$ cat src/rtl/dzp_pkg.sv
// ----------------------------------------------------------------------------
// dzp_pkg
// Shared constants, level tables and types of the delta zigzag prefix encoder.
// ----------------------------------------------------------------------------
package dzp_pkg;

  localparam int MAX_CHANNELS = 3;
  localparam int CH_W = (MAX_CHANNELS > 1) ? $clog2(MAX_CHANNELS) : 1;

  localparam int SAMPLE_W = 8;
  localparam int VAL_W    = 7;
  localparam int CNT_W    = 3;
  localparam int CHIDX_W  = 2;
  localparam int CFG_W    = 2;
  localparam int CODE_W   = 11;
  localparam int ACC_W    = VAL_W + CODE_W;
  localparam int NBYTES   = 3;
  localparam int NUM_W    = 2;

  // Prefix code, prefix length, data length and base of each level.
  localparam logic [2:0] LVL_PREFIX     [4] = '{3'b000, 3'b010, 3'b110, 3'b111};
  localparam logic [1:0] LVL_PREFIX_LEN [4] = '{2'd1, 2'd2, 2'd3, 2'd3};
  localparam logic [3:0] LVL_DATA_LEN   [4] = '{4'd1, 4'd2, 4'd4, 4'd8};
  localparam logic [7:0] LVL_BASE       [4] = '{8'd0, 8'd2, 8'd6, 8'd22};

  // Bytes produced by one sample, held until the output side has sent them.
  typedef struct packed {
    logic [NBYTES-1:0][7:0] bytes;
    logic [NUM_W-1:0]       num;
    logic                   img_end;
  } dzp_packet_t;

endpackage

$ cat src/rtl/dzp_encode.sv
// ----------------------------------------------------------------------------
// dzp_encode
// Codes one halved sample against its channel predecessor and packs the code
// bits behind the pending bits into up to three bytes.
// ----------------------------------------------------------------------------
module dzp_encode (
  input  logic [dzp_pkg::VAL_W-1:0] cur,
  input  logic [dzp_pkg::VAL_W-1:0] prev,
  input  logic                      first,
  input  logic                      last,
  input  logic [dzp_pkg::VAL_W-1:0] pend,
  input  logic [dzp_pkg::CNT_W-1:0] cnt,
  output dzp_pkg::dzp_packet_t      pkt,
  output logic [dzp_pkg::VAL_W-1:0] pend_next,
  output logic [dzp_pkg::CNT_W-1:0] cnt_next
);

  logic [7:0]                   z;
  logic [1:0]                   lvl;
  logic [3:0]                   dlen;
  logic [7:0]                   zdata;
  logic [dzp_pkg::CODE_W-1:0]   code;
  logic [3:0]                   len;
  logic [dzp_pkg::ACC_W-1:0]    acc;
  logic [4:0]                   total;
  logic [1:0]                   nfull;
  logic [4:0]                   rem_wide;
  logic [dzp_pkg::CNT_W-1:0]    rem;
  logic [dzp_pkg::VAL_W-1:0]    rem_bits;
  logic [dzp_pkg::ACC_W-1:0]    b0_wide;
  logic [dzp_pkg::ACC_W-1:0]    b1_wide;
  logic [7:0]                   b0;
  logic [7:0]                   b1;
  logic [7:0]                   flush_byte;
  logic                         do_flush;
  logic [1:0]                   n_main;

  always_comb begin
    if (cur >= prev) begin
      z = {cur - prev, 1'b0};
    end else begin
      z = {prev - cur, 1'b0} - 8'd1;
    end

    if (z >= dzp_pkg::LVL_BASE[3]) begin
      lvl = 2'd3;
    end else if (z >= dzp_pkg::LVL_BASE[2]) begin
      lvl = 2'd2;
    end else if (z >= dzp_pkg::LVL_BASE[1]) begin
      lvl = 2'd1;
    end else begin
      lvl = 2'd0;
    end

    dlen  = dzp_pkg::LVL_DATA_LEN[lvl];
    zdata = (z - dzp_pkg::LVL_BASE[lvl]) & ~(8'hFF << dlen);
    code  = ({8'd0, dzp_pkg::LVL_PREFIX[lvl]} << dlen) | {3'd0, zdata};
    len   = {2'd0, dzp_pkg::LVL_PREFIX_LEN[lvl]} + dlen;
    acc   = ({11'd0, pend} << len) | {7'd0, code};
    total = {2'd0, cnt} + {1'b0, len};

    if (total >= 5'd16) begin
      nfull = 2'd2;
    end else if (total >= 5'd8) begin
      nfull = 2'd1;
    end else begin
      nfull = 2'd0;
    end

    b0_wide  = acc >> (total - 5'd8);
    b1_wide  = acc >> (total - 5'd16);
    b0       = b0_wide[7:0];
    b1       = b1_wide[7:0];
    rem_wide = total - {nfull, 3'd0};

    // The raw first-pixel byte leaves the pending bits as they are.
    if (first) begin
      rem      = cnt;
      rem_bits = pend;
      n_main   = 2'd1;
    end else begin
      rem      = rem_wide[dzp_pkg::CNT_W-1:0];
      rem_bits = acc[dzp_pkg::VAL_W-1:0] & ~(7'h7F << rem);
      n_main   = nfull;
    end

    do_flush   = last && (rem != '0);
    flush_byte = {1'b0, rem_bits} << (4'd8 - {1'b0, rem});

    pkt.bytes[0] = first ? {1'b0, cur} : ((nfull != 2'd0) ? b0 : flush_byte);
    pkt.bytes[1] = (!first && nfull == 2'd2) ? b1 : flush_byte;
    pkt.bytes[2] = flush_byte;
    pkt.num      = n_main + {1'b0, do_flush};
    pkt.img_end  = last;

    pend_next = last ? '0 : rem_bits;
    cnt_next  = last ? '0 : rem;
  end

endmodule

$ cat src/rtl/dzp_out_buf.sv
// ----------------------------------------------------------------------------
// dzp_out_buf
// Result register: holds the bytes of one sample and sends them one per
// transfer on the output stream.
// ----------------------------------------------------------------------------
module dzp_out_buf (
  input  logic                 clk,
  input  logic                 rst,
  input  logic                 load,
  input  dzp_pkg::dzp_packet_t pkt,
  output logic                 can_load,
  output logic                 m_tvalid,
  input  logic                 m_tready,
  output logic [7:0]           m_tdata,
  output logic                 m_tlast,
  output logic                 m_tuser
);

  logic                           valid;
  logic [dzp_pkg::NUM_W-1:0]      idx;
  logic [dzp_pkg::NUM_W-1:0]      num;
  logic [dzp_pkg::NBYTES-1:0][7:0] bytes;
  logic                           img_end;
  logic                           at_last;
  logic                           done;

  assign at_last  = (idx == num - 2'd1);
  assign done     = valid && m_tready && at_last;
  assign can_load = !valid || done;

  always_ff @(posedge clk) begin
    if (rst) begin
      valid <= 1'b0;
      idx   <= '0;
    end else if (can_load) begin
      valid <= load;
      idx   <= '0;
    end else if (m_tready) begin
      idx <= idx + 2'd1;
    end
  end

  always_ff @(posedge clk) begin
    if (can_load && load) begin
      bytes   <= pkt.bytes;
      num     <= pkt.num;
      img_end <= pkt.img_end;
    end
  end

  assign m_tvalid = valid;
  assign m_tdata  = bytes[idx];
  assign m_tlast  = at_last;
  assign m_tuser  = at_last && img_end;

endmodule

$ cat src/rtl/delta_zigzag_prefix_encoder_unit.sv
// ----------------------------------------------------------------------------
// delta_zigzag_prefix_encoder_unit
// Delta, zigzag and prefix-code image encoder with a byte-wide output stream.
// ----------------------------------------------------------------------------
// Samples enter on the s_ stream, one 8-bit sample per transfer with tlast set
// on the final sample of an image. Coded bytes leave on the m_ stream: tlast
// marks the last byte caused by one sample, tuser the last byte of the image.
// A sample may cause no byte at all when its code bits stay pending.
// The cfg channel sets the channel count (1 grey, 3 RGB); it is always ready
// and is to be written only between images while the block is empty.
// An accepted sample is held in an input register and coded in one pass into
// the result register, from which its first byte goes out on m_tdata. The
// result register sends one byte per cycle while m_tready is high. A new
// sample is taken while the last byte of the previous one is being sent.
// When the receiver stalls the result register holds its byte, the input
// register fills, and s_tready falls until the stall ends.
// Reset empties both registers, sets the channel count to 1 and starts a new
// image with a raw first pixel.
// ----------------------------------------------------------------------------
module delta_zigzag_prefix_encoder_unit (
  input  logic                          clk,
  input  logic                          rst,
  input  logic                          s_tvalid,
  output logic                          s_tready,
  input  logic [7:0]                    s_tdata,   // [7:0] sample
  input  logic                          s_tlast,   // last_sample
  output logic                          m_tvalid,
  input  logic                          m_tready,
  output logic [7:0]                    m_tdata,   // [7:0] out_byte
  output logic                          m_tlast,   // end_of_run
  output logic                          m_tuser,   // [0] end_of_image
  input  logic                          cfg_valid,
  output logic                          cfg_ready,
  input  logic [dzp_pkg::CFG_W-1:0]     cfg_data   // [1:0] channel_count
);

  logic                              in_valid;
  logic [dzp_pkg::SAMPLE_W-1:0]      in_sample;
  logic                              in_last;
  logic [dzp_pkg::CFG_W-1:0]         channel_count;
  logic [dzp_pkg::VAL_W-1:0]         prev_sample [dzp_pkg::MAX_CHANNELS];
  logic [dzp_pkg::CHIDX_W-1:0]       channel_index;
  logic                              in_first_pixel;
  logic [dzp_pkg::VAL_W-1:0]         pending_bits;
  logic [dzp_pkg::CNT_W-1:0]         pending_count;

  logic [dzp_pkg::CHIDX_W-1:0]       nch;
  logic [dzp_pkg::CHIDX_W-1:0]       ch;
  logic [dzp_pkg::CHIDX_W:0]         ch_inc;
  logic [dzp_pkg::VAL_W-1:0]         cur;
  logic [dzp_pkg::VAL_W-1:0]         pend_next;
  logic [dzp_pkg::CNT_W-1:0]         cnt_next;
  dzp_pkg::dzp_packet_t              pkt;
  logic                              can_load;
  logic                              move;

  assign cfg_ready = 1'b1;
  assign move      = in_valid && can_load;
  assign s_tready  = !in_valid || move;
  assign cur       = in_sample[dzp_pkg::SAMPLE_W-1:1];

  always_comb begin
    if (channel_count == '0) begin
      nch = dzp_pkg::CHIDX_W'(1);
    end else if ({1'b0, channel_count} > 3'(dzp_pkg::MAX_CHANNELS)) begin
      nch = dzp_pkg::CHIDX_W'(dzp_pkg::MAX_CHANNELS);
    end else begin
      nch = channel_count;
    end
    // A stale index, left by a mid-image register write, restarts at zero.
    ch     = (channel_index >= nch) ? '0 : channel_index;
    ch_inc = {1'b0, ch} + 3'd1;
  end

  dzp_encode u_encode (
    .cur       (cur),
    .prev      (prev_sample[ch[dzp_pkg::CH_W-1:0]]),
    .first     (in_first_pixel),
    .last      (in_last),
    .pend      (pending_bits),
    .cnt       (pending_count),
    .pkt       (pkt),
    .pend_next (pend_next),
    .cnt_next  (cnt_next)
  );

  dzp_out_buf u_out_buf (
    .clk      (clk),
    .rst      (rst),
    .load     (move && (pkt.num != '0)),
    .pkt      (pkt),
    .can_load (can_load),
    .m_tvalid (m_tvalid),
    .m_tready (m_tready),
    .m_tdata  (m_tdata),
    .m_tlast  (m_tlast),
    .m_tuser  (m_tuser)
  );

  always_ff @(posedge clk) begin
    if (rst) begin
      in_valid       <= 1'b0;
      channel_count  <= dzp_pkg::CFG_W'(1);
      channel_index  <= '0;
      in_first_pixel <= 1'b1;
      pending_bits   <= '0;
      pending_count  <= '0;
      for (int i = 0; i < dzp_pkg::MAX_CHANNELS; i++) begin
        prev_sample[i] <= '0;
      end
    end else begin
      if (s_tready) begin
        in_valid <= s_tvalid;
      end
      if (cfg_valid) begin
        channel_count <= cfg_data;
      end
      if (move) begin
        prev_sample[ch[dzp_pkg::CH_W-1:0]] <= cur;
        pending_bits  <= pend_next;
        pending_count <= cnt_next;
        if (in_last) begin
          in_first_pixel <= 1'b1;
          channel_index  <= '0;
        end else if (ch_inc >= {1'b0, nch}) begin
          in_first_pixel <= 1'b0;
          channel_index  <= '0;
        end else begin
          channel_index <= ch_inc[dzp_pkg::CHIDX_W-1:0];
        end
      end
    end
  end

  always_ff @(posedge clk) begin
    if (s_tready && s_tvalid) begin
      in_sample <= s_tdata;
      in_last   <= s_tlast;
    end
  end

endmodule

$ cat config.mk
export PLATFORM = sky130hd
export DESIGN_NAME = delta_zigzag_prefix_encoder_unit
export DESIGN_NICKNAME = d
export VERILOG_FILES = /design/src/rtl/dzp_pkg.sv /design/src/rtl/dzp_encode.sv /design/src/rtl/dzp_out_buf.sv /design/src/rtl/delta_zigzag_prefix_encoder_unit.sv
export SDC_FILE = /design/constraint.sdc
export NUM_CORES = 1
export LEC_CHECK = 0
export ABC_AREA = 1
export ABC_CLOCK_PERIOD_IN_PS = 23200
export BUFFER_PORTS_ARGS = -buffer_cell sky130_fd_sc_hd__buf_2
export CAP_MARGIN = 25
export CELL_PAD_IN_SITES_DETAIL_PLACEMENT = 1
export CELL_PAD_IN_SITES_GLOBAL_PLACEMENT = 1
export CORE_MARGIN = 2
export CORE_UTILIZATION = 40
export CTS_CLUSTER_DIAMETER = 80
export CTS_CLUSTER_SIZE = 40
export DETAILED_ROUTE_END_ITERATION = 8
export GPL_ROUTABILITY_DRIVEN = 0
export PLACE_DENSITY_LB_ADDON = 0.12
export SYNTH_ARGS = -nofsm -noshare
export SYNTH_HDL_FRONTEND = slang
export SYNTH_SLANG_ARGS = --single-unit
$ cat constraint.sdc
create_clock -name clk -period 23.2 [get_ports clk]
set_input_delay 4.64 -clock clk [delete_from_list [all_inputs] [get_ports clk]]
set_output_delay 4.64 -clock clk [all_outputs]
set_load 0.1 [all_outputs]
# After elaboration in Yosys (flattened, before gate mapping)
# Memory sizes are Yosys's and may differ from the RTL's.
# Index checks and enable logic that the tools add are counted.
dict set report classes {
  addsub 14
  n_lt_le_gt_ge 10
  eq_ne 2
  shifts 7
  mux 42
  bitwise_logic 7
  n_reduce_logical 22
}
# cell n
set op_table {}
lappend op_table {{2-to-1 mux 8 bit} 6}
lappend op_table {{>> shifter 18 x 5 -> 8 bit} 2}
lappend op_table {{binary-select mux 8 bit (select 2 bit)} 2}
lappend op_table {{2-to-1 mux 7 bit} 4}
lappend op_table {{2-to-1 mux 2 bit} 11}
lappend op_table {{OR 18 x 11 -> 18 bit} 1}
lappend op_table {{<< shifter 7 x 4 -> 18 bit} 1}
lappend op_table {{subtractor 7 bit} 2}
lappend op_table {{2-to-1 mux 3 bit} 4}
lappend op_table {{OR 11 x 8 -> 11 bit} 1}
lappend op_table {{<< shifter 3 x 4 -> 11 bit} 1}
lappend op_table {{2-to-1 mux 1 bit} 10}
lappend op_table {{logical AND 1 bit} 9}
lappend op_table {{bitwise AND 8 bit} 1}
lappend op_table {{binary-select mux 4 bit (select 2 bit)} 1}
lappend op_table {{>= comparator 8 x 2 -> 1 bit, second input constant} 1}
lappend op_table {{>= comparator 8 x 3 -> 1 bit, second input constant} 1}
lappend op_table {{>= comparator 8 x 5 -> 1 bit, second input constant} 1}
lappend op_table {{2-to-1 mux 4 bit} 2}
lappend op_table {{NOT 8 bit} 1}
lappend op_table {{<< shifter 7 x 4 -> 8 bit} 1}
lappend op_table {{<< shifter 8 x 4 -> 8 bit, first input constant} 1}
lappend op_table {{subtractor 8 x 1 -> 8 bit, second input constant} 1}
lappend op_table {{subtractor 8 bit} 1}
lappend op_table {{other kinds (33)} 38}
dict set report word_totals {
  ff_bits 55
  ramBits 21
  in_bits 16
  out_inout_bits 13
  word_cells 121
  memories 1
}
# memory words word_bits rd rd_ports_with_merged_regs write_ports line
set mem_list {}
lappend mem_list {prev_sample 3 7 1 0 3 delta_zigzag_prefix_encoder_unit.sv:41} ;# logic [dzp_pkg::VAL_W-1:0] prev_sample [dzp_pkg::MAX_CHANNELS];

# Logic depth before layout (Yosys ltp)
# An unclocked memory read counts as a cell.
dict set report depth {
  ltp_word 26
  ltp_mapped 51
  depth_no_buf 49
}

# Hierarchy
# From an unflattened synthesis, not the netlist that was laid out.
dict set report unflattened {
  hier_cells 1063
  hier_area_um2 7598.5
}
# mod n_inst cells_each area_each_um2 seq_area_each_um2
set modules_own_cells {}
lappend modules_own_cells {dzp_encode 1 713 3981.3 0.0}
lappend modules_own_cells {delta_zigzag_prefix_encoder_unit 1 259 2407.3 1401.3}
lappend modules_own_cells {dzp_out_buf 1 91 1209.9 870.8}

# Least setup slack after synthesis
# No wires, ideal clock.
dict set report synth_timing {
  path_kind {input to output}
  startpoint {in m_tready}
  endpoint {out s_tready}
  t_arrival_ns 5.545
  required_time_ns 18.560
  path_slack_ns 13.015
  stages 4
  n_path_buf 0
  cell_sequence {nand2_1 -> nand2_1 -> inv_1 -> nand2_1}
}
dict set report synth_via {
  elab_chain_len 5
}
# item line
set synth_lines {}
lappend synth_lines {{from (decl)} delta_zigzag_prefix_encoder_unit.sv:28} ;# input logic m_tready,
lappend synth_lines {{logical AND 1 bit (2 in a row)} dzp_out_buf.sv:28} ;# assign done = valid && m_tready && at_last;
lappend synth_lines {{logical OR 1 bit} dzp_out_buf.sv:29} ;# assign can_load = !valid || done;
lappend synth_lines {{logical AND 1 bit} delta_zigzag_prefix_encoder_unit.sv:58} ;# assign move = in_valid && can_load;
lappend synth_lines {{logical OR 1 bit} delta_zigzag_prefix_encoder_unit.sv:59} ;# assign s_tready = !in_valid || move;
lappend synth_lines {{to (decl)} delta_zigzag_prefix_encoder_unit.sv:24} ;# output logic s_tready,
# No other way between the ends.

==> impl_results.md <==
* Run status: finished, final reports clean
* Largest net degree at the start of global routing at 28
* Grt ovf at 0
* Routed WL at 21300 µm
* Via count at 6692
* Vias in the first global route at 6485
* Hold Path Stages at 2
* Slew @ Worst Pin at 0.913 ns
* Io pins at 29
* WHS Endpoint: channel_count[0]
* Initial cell density of the core at 41.0%
* Worst reg2reg setup slack at 12.55 ns
* Die area at 18900 µm²
* Hold path startpoint: channel_count[0]
* Worst EP arrival at 10.69 ns
* H-tree depth at 3
* Class of the worst hold path: reg2reg
* Share of layout cells above drive strength 1 at 11.1%
* Pwr dens at 94.1 nW/µm²
* Post-synthesis sequential element count at 82
* Ys flop type: edfxtp_1
* Minimum clock period at 10.65 ns
* RSZ-0062 raised after global routing: no
* Drt via density at 5.38
* Setup CP Type: reg2reg
* Die width at 137 µm
* Rel. slew slack at 38.7%
* CTS root buffer: clkbuf_16
* Cells after Synth at 1009
* # setup viols final at 0
* Average routed wire per standard cell at 17.1 µm
* Most common cell after layout, fill and taps aside: nand2_1
* GRT Total Usage at 23.4%
* Sequential area share after synthesis at 32.0%
* Maxcap violations at 0
* Area growth syn-to-layout at 8.96%
* Detail Route Antenna Nets at 0
* RR Startpoint: channel_count[1]
* I/O Buffers at 26
* First DRT Iteration DRCs at 364
* Critical path endpoint category: flop
* Leakage Power at 3.53 nW
* Commonest cells after routing, fill and taps aside: nand2_1, nand3_1, inv_1
* Hold-fix buffers, CTS at 0
* Drt first pass iters at 4
* Die extent in y at 137 µm
* Initial antenna violation count at 0
* N_diodes at 0
* Worst path slowest cell: clkinv_1
* CTS tree: done
* Maximum fanout along the worst path at 26
* Clock Skew at 0.0112 ns
* Core Region at 17400 µm²
* Final core occ at 44.6%
* Fill count at 2268
* # rows at 48
* Clock tree buffer depth at 2
* Mapped Avg Cell Area at 7.05 µm²
* DRC Markers at 0
* WP data required at 23.24 ns
* CTS buffer count at 9
* First-pass GRT wire length at 34400 µm
* CP Launch Type: flop
* Syn Nets at 1069
* Total Neg Setup Slack at 0 ns
* Final Slew Violations at 0
* Peak VDD IR at 54.9 µV
* Clock latency on the worst-skew pair at 0.35 ns
* Postcts setup bufs at 0
* RR Endpoint: u_out_buf.bytes[2]
* Synthesized area at 7110 µm²
* Post-synth EDFFs at 63
* Final Hold Fails at 0
* Resize count post-CTS at 0
* R2R depth at 40
* Fin nets at 1074
* CP dominant cell by count: inv_1
* Fmax at 93.9 MHz
* Final cycle utilization of the critical path at 45.9%
* Clock slew seen by the registers of the worst setup and hold paths at 0.06 ns
* Synth unique cells at 54
* Hpwl dp at 16500 µm
* Post-synth ARST share at 0%
* Max incr delay on CP at 0.73 ns
* Clock sink count at 82
* Yosys warns at 0
[registers in the layout, summed over array words and instances (netlist names)]
signal and flops:
prev_sample 28, in_valid 1, u_out_buf.m_tvalid 1, channel_index 2
in_first_pixel 1, u_out_buf.idx 2, pending_count 3, in_sample 7
u_out_buf.img_end 1, pending_bits 7, in_last 1, u_out_buf.num 2
u_out_buf.bytes 24, channel_count 2
[Yosys cell counts, drive strengths merged (3+ instances only)]
cell type,n,area [µm²]
a21boi,3,22.5
a21oi,60,357
a22o,4,35.0
a22oi,6,45.0
a31oi,3,25.0
buf,12,78.8
clkbuf,26,97.6
clkinv,4,15.0
dfxtp,19,380
edfxtp,63,1890
fa,5,100
ha,39,488
inv,114,428
nand2,273,1090
nand3,200,1040
nand4,13,81.3
nor2,98,435
o211ai,6,50.1
o21ai,20,123
o22ai,4,25.0
o31ai,9,67.6
or2,6,40.0
xnor2,6,52.6
xor2,5,43.8
[power breakdown]
| group | internal [mW] | total [mW] | switching [mW] |
|---|---|---|---|
| Clock | 0.105 | 0.164 | 0.0590 |
| Sequential | 0.169 | 0.174 | 0.00447 |
| Combinational | 0.115 | 0.391 | 0.275 |
| Total | 0.390 | 0.729 | 0.339 |
[final cells by class]
cell class	count	area (µm²)	area share [%]
clock inverters	5	104	1.34
well taps	225	282	3.63
inverters	118	443	5.72
clock buffers	11	233	3.00
multi-input cells	771	4220	54.5
flip-flops and latches	82	2270	29.3
repair buffers	32	195	2.52
[metrics by stage]
stage	std cells	setup slack [ns]	area, µm²	total power, mW	hold WS, ns
3_3_place_gp	1227	12.23	7380	0.558	0.444
5_1_grt	1244	11.58	7750	0.779	0.517
2_1_floorplan	1009	13.02	7110	0.468	0.421
6_report	1244	12.55	7750	0.729	0.481
4_1_cts	1243	12.08	7720	0.727	0.478
3_5_place_dp	1227	12.07	7380	0.561	0.467
[worst max-delay path: cells and delay by family (launching register included)]
kind	cells	cell delay (ns)
xor+xnor	1	0.19
buf+inv	10	2.40
fa+ha+maj	6	2.20
simple gates	15	3.12
compound gates	8	2.01
flops	1	0.36
[routing by layer]
| layer | vias up | wire [µm] | track usage, % |
|---|---|---|---|
| met5 | - | 0 | 0 |
| met4 | 0 | 195 | 4.58 |
| met1 | 3219 | 11000 | 34.8 |
| li1 | 3377 | - | - |
| met2 | 85 | 9580 | 36.9 |
| met3 | 11 | 505 | 2.43 |
[cells by family after synthesis]
| logic type | after synthesis | synth area share, % |
|---|---|---|
| adder cells (fa/ha/maj) | 44 | 8.27 |
| buffers and inverters | 156 | 8.71 |
| other | 1 | 0.0527 |
| AND/OR/NAND/NOR | 595 | 38.4 |
| AO/OA/AOI/OAI | 120 | 11.2 |
| flip-flops | 82 | 32.0 |
| XOR/XNOR | 11 | 1.36 |
[worst max-delay path by stage]
stage                                 from             endpoint  slack (ns)  depth (start not counted)
after CTS                 channel_count[1]  u_out_buf.bytes[10]       12.08                         40
after global placement    channel_count[1]  u_out_buf.bytes[10]       12.23                         39
final                     channel_count[1]   u_out_buf.bytes[2]       12.55                         40
after global routing      channel_count[1]   u_out_buf.bytes[7]       11.58                         41
after detailed placement  channel_count[1]  u_out_buf.bytes[10]       12.07                         39
after floorplan                   m_tready             s_tready       13.02                          4
No activity file was read; power rests on OpenSTA's default activity.
